**src/design/crcnfe_pkg.sv**
```systemverilog
// ----------------------------------------------------------------------------
// crcnfe_pkg
// Shared types, constants and the byte-wide crc update for the nibble encoder.
// ----------------------------------------------------------------------------
package crcnfe_pkg;

    localparam logic [15:0] CRC_POLY      = 16'h8F57;
    localparam logic [6:0]  CHAR_BASE     = 7'd71;
    localparam logic [2:0]  N_BYTE_CHARS  = 3'd2;
    localparam logic [2:0]  N_FRAME_CHARS = 3'd6;

    // one byte held in the input stage, with the crc updated by that byte
    typedef struct packed {
        logic        vld;
        logic [7:0]  data;
        logic        last;
        logic [15:0] crc;
    } t_load;

    // msb first, eight shift steps
    function automatic logic [15:0] crc_byte(input logic [15:0] crc_in,
                                             input logic [7:0]  byte_in);
        logic [15:0] c;
        logic [7:0]  b;
        logic        fb;
        c = crc_in;
        b = byte_in;
        for (int k = 0; k < 8; k++) begin
            fb = b[7] ^ c[15];
            c  = {c[14:0], 1'b0} ^ (fb ? CRC_POLY : 16'h0000);
            b  = {b[6:0], 1'b0};
        end
        return c;
    endfunction

endpackage

```
**src/design/crcnfe_chan_if.sv**
```systemverilog
// ----------------------------------------------------------------------------
// crcnfe channel interfaces
// Byte input channel and character output channel, valid/ready handshake.
// ----------------------------------------------------------------------------
interface crcnfe_in_if;
    logic       valid;
    logic       ready;
    logic [7:0] data_byte;
    logic       last_byte;

    modport source (output valid, output data_byte, output last_byte, input ready);
    modport sink   (input valid, input data_byte, input last_byte, output ready);
endinterface

interface crcnfe_out_if;
    logic       valid;
    logic       ready;
    logic [6:0] char_code;
    logic       run_end;
    logic       frame_end;

    modport source (output valid, output char_code, output run_end,
                    output frame_end, input ready);
    modport sink   (input valid, input char_code, input run_end,
                    input frame_end, output ready);
endinterface

```
**src/design/crcnfe_stage.sv**
```systemverilog
// ----------------------------------------------------------------------------
// crcnfe_stage
// Input register and running crc accumulator.
// ----------------------------------------------------------------------------
module crcnfe_stage (
    input  logic                i_clk,
    input  logic                i_rst_n,
    crcnfe_in_if.sink           i_in,
    input  logic                i_take,
    output crcnfe_pkg::t_load   o_load
);

    logic        r_vld;
    logic [7:0]  r_data;
    logic        r_last;
    logic [15:0] r_crc;
    logic [15:0] n_crc;

    assign i_in.ready = !r_vld || i_take;

    always_comb begin
        n_crc = crcnfe_pkg::crc_byte(r_crc, r_data);
    end

    always_ff @(posedge i_clk) begin
        if (!i_rst_n) begin
            r_vld <= 1'b0;
            r_crc <= 16'h0000;
        end else begin
            if (i_in.valid && i_in.ready) begin
                r_vld <= 1'b1;
            end else if (i_take) begin
                r_vld <= 1'b0;
            end
            // crc cleared once the frame's last byte leaves
            if (i_take) begin
                r_crc <= r_last ? 16'h0000 : n_crc;
            end
        end
    end

    always_ff @(posedge i_clk) begin
        if (i_in.valid && i_in.ready) begin
            r_data <= i_in.data_byte;
            r_last <= i_in.last_byte;
        end
    end

    assign o_load.vld  = r_vld;
    assign o_load.data = r_data;
    assign o_load.last = r_last;
    assign o_load.crc  = n_crc;

`ifndef SYNTHESIS
    a_take_valid: assert property (@(posedge i_clk) disable iff (!i_rst_n)
        i_take |-> r_vld)
        else $error("byte taken from empty input stage");
    a_crc_clear: assert property (@(posedge i_clk) disable iff (!i_rst_n)
        (i_take && r_last) |=> (r_crc == 16'h0000))
        else $error("crc not cleared after frame end");
    a_empty_ready: assert property (@(posedge i_clk) disable iff (!i_rst_n)
        !r_vld |-> i_in.ready)
        else $error("empty input stage not ready");
`endif

endmodule

```
**src/design/crcnfe_ser.sv**
```systemverilog
// ----------------------------------------------------------------------------
// crcnfe_ser
// Result register: holds the nibbles of one byte (and trailer) and sends them
// out one character at a time.
// ----------------------------------------------------------------------------
module crcnfe_ser (
    input  logic                i_clk,
    input  logic                i_rst_n,
    input  crcnfe_pkg::t_load   i_load,
    output logic                o_take,
    crcnfe_out_if.source        o_out
);

    logic [2:0]  r_cnt;
    logic [23:0] r_sh;
    logic        r_fin;
    logic        w_pop;

    assign w_pop  = o_out.valid && o_out.ready;
    // load when empty, or reload as the final character goes
    assign o_take = i_load.vld && ((r_cnt == 3'd0) || ((r_cnt == 3'd1) && o_out.ready));

    always_ff @(posedge i_clk) begin
        if (!i_rst_n) begin
            r_cnt <= 3'd0;
        end else if (o_take) begin
            r_cnt <= i_load.last ? crcnfe_pkg::N_FRAME_CHARS : crcnfe_pkg::N_BYTE_CHARS;
        end else if (w_pop) begin
            r_cnt <= r_cnt - 3'd1;
        end
    end

    always_ff @(posedge i_clk) begin
        if (o_take) begin
            r_sh  <= {i_load.data, i_load.crc};
            r_fin <= i_load.last;
        end else if (w_pop) begin
            r_sh  <= {r_sh[19:0], 4'h0};
        end
    end

    assign o_out.valid     = (r_cnt != 3'd0);
    assign o_out.char_code = crcnfe_pkg::CHAR_BASE + {3'b000, r_sh[23:20]};
    assign o_out.run_end   = (r_cnt == 3'd1);
    assign o_out.frame_end = (r_cnt == 3'd1) && r_fin;

`ifndef SYNTHESIS
    a_cnt_range: assert property (@(posedge i_clk) disable iff (!i_rst_n)
        r_cnt <= crcnfe_pkg::N_FRAME_CHARS)
        else $error("character count out of range");
    a_load_cnt: assert property (@(posedge i_clk) disable iff (!i_rst_n)
        o_take |=> ((r_cnt == crcnfe_pkg::N_BYTE_CHARS) ||
                    (r_cnt == crcnfe_pkg::N_FRAME_CHARS)))
        else $error("bad count after load");
    a_fin_run: assert property (@(posedge i_clk) disable iff (!i_rst_n)
        o_out.frame_end |-> (o_out.run_end && r_fin))
        else $error("frame end without run end");
    a_stall_hold: assert property (@(posedge i_clk) disable iff (!i_rst_n)
        (o_out.valid && !o_out.ready) |=> $stable(r_cnt))
        else $error("count moved while stalled");
`endif

endmodule

```
**src/design/crc16_nibble_ascii_frame_encoder.sv**
```systemverilog
// ----------------------------------------------------------------------------
// crc16_nibble_ascii_frame_encoder
// Encodes frame bytes as 'G'-based nibble characters with a crc-16 trailer.
// ----------------------------------------------------------------------------
// usage:
//   i_in  : one frame byte per word, last_byte marks the frame's final byte
//   o_out : one character per word, 'G' plus a nibble, high nibble first
//   an ordinary byte gives two characters, run_end on the second
//   a last byte gives its two characters and then the crc-16 (poly 0x8f57,
//   init 0, msb first) as four characters; run_end and frame_end on the sixth
// path: a byte goes from the input register into the character shift
//   register once that register is empty or sends its final character; the
//   crc is worked out combinationally between the two registers
// flow: an ordinary byte gives two characters and a last byte six, which
//   leave the output register at one character per cycle while o_out.ready
//   is high; the next byte waits in the input register meanwhile
// reset: crc cleared, both registers empty
// stall: the output word holds while o_out.ready is low; the input register
//   fills and i_in.ready drops until the shift register frees
// ----------------------------------------------------------------------------
module crc16_nibble_ascii_frame_encoder (
    input  logic            i_clk,
    input  logic            i_rst_n,
    crcnfe_in_if.sink       i_in,
    crcnfe_out_if.source    o_out
);

    crcnfe_pkg::t_load w_load;
    logic              w_take;

    crcnfe_stage u_stage (
        .i_clk   (i_clk),
        .i_rst_n (i_rst_n),
        .i_in    (i_in),
        .i_take  (w_take),
        .o_load  (w_load)
    );

    crcnfe_ser u_ser (
        .i_clk   (i_clk),
        .i_rst_n (i_rst_n),
        .i_load  (w_load),
        .o_take  (w_take),
        .o_out   (o_out)
    );

endmodule
```
**src/flat_wrapper.sv**
```systemverilog
// flat-port wrapper written by rule: the top's interface ports become plain ports
module crc16_nibble_ascii_frame_encoder_flat 
  (i_clk, i_rst_n, i_in_valid, i_in_data_byte, i_in_last_byte, i_in_ready, o_out_valid, o_out_char_code, o_out_run_end, o_out_frame_end, o_out_ready);
  crcnfe_in_if i_in_i ();
  crcnfe_out_if o_out_i ();
  input  logic i_clk;
  input  logic i_rst_n;
  input wire logic [$bits(i_in_i.valid)-1:0] i_in_valid;
  input wire logic [$bits(i_in_i.data_byte)-1:0] i_in_data_byte;
  input wire logic [$bits(i_in_i.last_byte)-1:0] i_in_last_byte;
  output wire logic [$bits(i_in_i.ready)-1:0] i_in_ready;
  output wire logic [$bits(o_out_i.valid)-1:0] o_out_valid;
  output wire logic [$bits(o_out_i.char_code)-1:0] o_out_char_code;
  output wire logic [$bits(o_out_i.run_end)-1:0] o_out_run_end;
  output wire logic [$bits(o_out_i.frame_end)-1:0] o_out_frame_end;
  input wire logic [$bits(o_out_i.ready)-1:0] o_out_ready;
  assign i_in_i.valid = i_in_valid;
  assign i_in_i.data_byte = i_in_data_byte;
  assign i_in_i.last_byte = i_in_last_byte;
  assign i_in_ready = i_in_i.ready;
  assign o_out_valid = o_out_i.valid;
  assign o_out_char_code = o_out_i.char_code;
  assign o_out_run_end = o_out_i.run_end;
  assign o_out_frame_end = o_out_i.frame_end;
  assign o_out_i.ready = o_out_ready;
  crc16_nibble_ascii_frame_encoder u_core (.i_clk(i_clk), .i_rst_n(i_rst_n), .i_in(i_in_i), .o_out(o_out_i));
endmodule
```
**config.mk**
```make
export PLATFORM = sky130hd
export DESIGN_NAME = crc16_nibble_ascii_frame_encoder_flat
export DESIGN_NICKNAME = d
export VERILOG_FILES = /design/src/design/crcnfe_pkg.sv /design/src/design/crcnfe_chan_if.sv /design/src/design/crcnfe_stage.sv /design/src/design/crcnfe_ser.sv /design/src/design/crc16_nibble_ascii_frame_encoder.sv /design/src/flat_wrapper.sv
export SDC_FILE = /design/constraint.sdc
export NUM_CORES = 1
export LEC_CHECK = 0
export BUFFER_PORTS_ARGS = -buffer_cell sky130_fd_sc_hd__buf_2
export CAP_MARGIN = 15
export CORE_MARGIN = 2
export CORE_UTILIZATION = 25
export CTS_BUF_LIST = sky130_fd_sc_hd__clkbuf_16
export CTS_CLUSTER_SIZE = 25
export DETAILED_ROUTE_END_ITERATION = 6
export GPL_ROUTABILITY_DRIVEN = 0
export PLACE_DENSITY = 0.48
export SKIP_LAST_GASP = 1
export SLEW_MARGIN = 20
export SYNTH_ARGS = -nofsm -noshare
export SYNTH_HDL_FRONTEND = slang
export SYNTH_SLANG_ARGS = --single-unit
```
**constraint.sdc**
```tcl
create_clock -name i_clk -period 5.2 [get_ports i_clk]
set_input_delay 0.26 -clock i_clk [delete_from_list [all_inputs] [get_ports i_clk]]
set_output_delay 0.26 -clock i_clk [all_outputs]
set_load 0.005 [all_outputs]
```
==> impl_results.md <==
- Avg Inst Size Synth: about 12 um^2
- Die area: 0.0118 mm^2
- Slew Viols, Final: 0
- Global route overflow: 0
- Syn Nets: approximately 250
- Global-route wire length before repair: 9.07 mm
- Clk buf depth: 2
- Final Routed Wirelength: 5.51 mm
- Seq pwr share: 0.370
- Fin util: 0.291
- Reg-to-Reg Start: u_core.u_ser.r_cnt[0]
- Unrepaired setup endpoints after global routing: false
- Antenna Cells: 0
- Final hold violation count: 0
- Later-pin clock latency in the skew report: between 200 and 300 ps
- Critical path type: reg2reg
- Filler cells: 1124
- Largest net degree at the start of global routing: 47
- Die W: 108 um
- Tmin final: 2860 ps
- Vias in the first global route: between 1500 and 2000
- CP Capture Point: u_core.u_ser.r_sh[8]
- TritonCTS clock tree: yes
- Die height: 108 um
- Switch share: 0.354
- Startpoint types: flop
- Arrival @ worst endpoint: slightly below 3000 ps
- WL met1: about 3 mm
- Drc violations: 0
- Initial Util: 0.254
- CTS H-tree depth: 2
- Vias: 1670
- Post-cts hold buffer count: 0
- Fraction of layout cells with a size suffix above 1: 0.167
- Critical path fanouts, max: between 40 and 50
- Final period util: 0.550
- Status: complete, no violations
- Rows: 38
- Most frequent cells in the layout: nand2_1 (48), edfxtp_1 (34), xnor2_1 (28), buf_2 (21), dfxtp_1 (20)
- Flops & latches, synth: 54
- Worst vdd ir: approximately 0.00019 V
- Cell chosen for the clock root: clkbuf_16
- Combinational group share of total power: 0.444
- Flop2flop setup slack: between 2000 and 2500 ps
- Synth unique cells: 36
- Sequential area share after synthesis: 0.521
- Via density: about 4.3
- Crit Reg-Reg Endpoint: u_core.u_ser.r_sh[8]
- Total CTS buffers: 5
- Setup bufs post-CTS: 0
- Crit path from: u_core.u_ser.r_cnt[0]
- Slew margin rel.: 0.320
- Clock transition at path regs: approximately 70 ps
- Switching pwr: between 600 and 700 uW
- Met3 wire len: 168 um
- FF+latch area: approximately 0.0014 mm^2
- Final Setup Violations: 0
- CP endpoint kind: flop
- 1st-iter DRT viols: 62
- Worst-Margin Slew: 1020 ps
- Commonest non-fill, non-tap cell in the layout: nand2_1
- Total power divided by cell area: ~630 mW/mm^2
- Final setup TNS: 0 ps
- Synth warnings: 0
- Port Buffers: 21
- Uppermost layer routed: met4
- DR pass1 iterations: 4
- Post-Syn Area: around 0.0027 mm^2
- Final #Nets: 268
- Post-Syn Instances: about 230
- Max cap viols: 0
- Hold Crit Class: in2reg
- Sink Count: 54
- Multi-input gate area: roughly 0.0012 mm^2
- Area of the core: approximately 0.011 mm^2
- Max Fclk: 350 MHz
- Area delta synth->final: 14.4%
- Routed len/inst: ~14 um
- Post-CTS sizing: 0
- Hold depth: 1
- Routed Antenna Nets: 0
- Post-DP HPWL: between 3 and 4 mm
- # IOs: 24
- Gr usage total: 0.103
- Internal: 1280 uW
- LEAKAGE: 0.00122 uW
- WL met2: about 2.3 mm
- Depth of the most critical reg-to-reg path: 6
- Clock power share: 0.187
- Clock Skews: approximately 4.3 ps
- Initial antenna violation count: 0
- WP data required: ~5200 ps
==> Yosys cell counts <==
| library cell | n | area (um^2) |
|---|---|---|
| or3_1 | 2 | 12.5 |
| xnor3_1 | 5 | 113 |
| nand2b_1 | 1 | 6.26 |
| nor3_1 | 2 | 10.0 |
| xor2_1 | 7 | 61.3 |
| mux2i_1 | 1 | 10.0 |
| nor2_1 | 7 | 26.3 |
| xnor2_4 | 1 | 27.5 |
| xnor2_2 | 5 | 81.3 |
| nor2b_1 | 1 | 6.26 |
| ha_1 | 4 | 50.1 |
| xor2_4 | 1 | 27.5 |
| nand2_1 | 48 | 180 |
| a31oi_1 | 2 | 12.5 |
| a32o_1 | 9 | 90.1 |
| xor3_1 | 1 | 23.8 |
| dfxtp_1 | 20 | 400 |
| a22oi_1 | 1 | 7.51 |
| nand3_1 | 1 | 5.00 |
| edfxtp_1 | 34 | 1020 |
| conb_1 | 2 | 7.51 |
| nor3_2 | 1 | 10.0 |
| inv_1 | 10 | 37.5 |
| a21boi_0 | 1 | 7.51 |
| xnor2_1 | 28 | 245 |
| a21oi_1 | 7 | 35.0 |
| nand3b_1 | 1 | 7.51 |
| o21ai_0 | 5 | 25.0 |
| buf_2 | 3 | 15.0 |
| mux2_2 | 5 | 56.3 |
| a21o_1 | 1 | 7.51 |
| o31a_1 | 3 | 26.3 |
| buf_4 | 2 | 15.0 |
| clkbuf_1 | 7 | 26.3 |
| and2_1 | 4 | 25.0 |
| or3b_2 | 1 | 8.76 |
==> kinds of logic (layout without fill, tap and decap cells) <==
kind of cell / Yosys count / after routing / synth area share
xor+xnor: 48 / 48 / 0.212
compound gates: 29 / 29 / 0.0775
fa+ha+maj: 4 / 4 / 0.0183
other cells: 2 / 2 / 0.00275
mux: 6 / 6 / 0.0243
simple gates: 69 / 69 / 0.109
flops: 54 / 54 / 0.521
buf+inv: 22 / 40 / 0.0344
==> how the worst min path moves through the flow <==
stage / from / endpoint / slack [ps]
after global placement: i_in_data_byte[2] / u_core.u_stage.r_data[2] / 440
after floorplan: i_in_data_byte[0] / u_core.u_stage.r_data[0] / 360
final: i_in_data_byte[2] / u_core.u_stage.r_data[2] / 140
after global routing: i_in_data_byte[5] / u_core.u_stage.r_data[5] / 130
after CTS: i_in_data_byte[2] / u_core.u_stage.r_data[2] / 130
after detailed placement: i_in_data_byte[2] / u_core.u_stage.r_data[2] / 440
==> worst max-delay path, stage by stage (launching register included) <==
cell and delay, ps:
dfxtp_1 370, inv_1 80, ha_1 210, a21oi_1 110, or3b_2 770, inv_1 630, mux2_2 430
==> area by class of cell <==
class | instances | area share
clock buffer | 5 | 0.0401
clock inverter | 3 | 0.0120
inverter | 10 | 0.0120
multi-input combinational | 158 | 0.388
sequential | 54 | 0.455
tap | 140 | 0.0561
timing repair buffer | 22 | 0.0361
==> stage by stage <==
stage / hold slack, ps / std cells / setup WS (ps) / instance area [um^2] / total power [uW]
after CTS: 134 / 392 / 2310 / 3120 / 2000
after global placement: 437 / 384 / 2390 / 2960 / 1620
after detailed placement: 438 / 384 / 2310 / 2960 / 1630
after floorplan: 359 / 234 / 3160 / 2730 / 1400
after global routing: 130 / 392 / 2000 / 3120 / 2140
final: 139 / 392 / 2340 / 3120 / 1980
==> state kept, by name, indices dropped and copies added (netlist names) <==
name	count
u_core.u_stage.r_vld	1
u_core.u_ser.r_cnt	3
u_core.u_ser.r_fin	1
u_core.u_stage.r_last	1
u_core.u_ser.r_sh	24
u_core.u_stage.r_crc	16
u_core.u_stage.r_data	8
==> power by group through the flow <==
stage	Clock, uW	Sequential (uW)	Combinational [uW]
3_5_place_dp	0	742	888
2_1_floorplan	0	718	683
5_1_grt	396	750	990
4_1_cts	378	733	890
3_3_place_gp	0	739	880
6_report	370	731	878
==> routing by layer <==
metal | up-vias | global-route usage
li1 | 825 | -
met1 | 810 | 0.156
met2 | 27 | 0.143
met3 | 8 | 0.0181
met4 | 0 | 0.0440
met5 | - | 0
(Power assumes the default switching activity.)
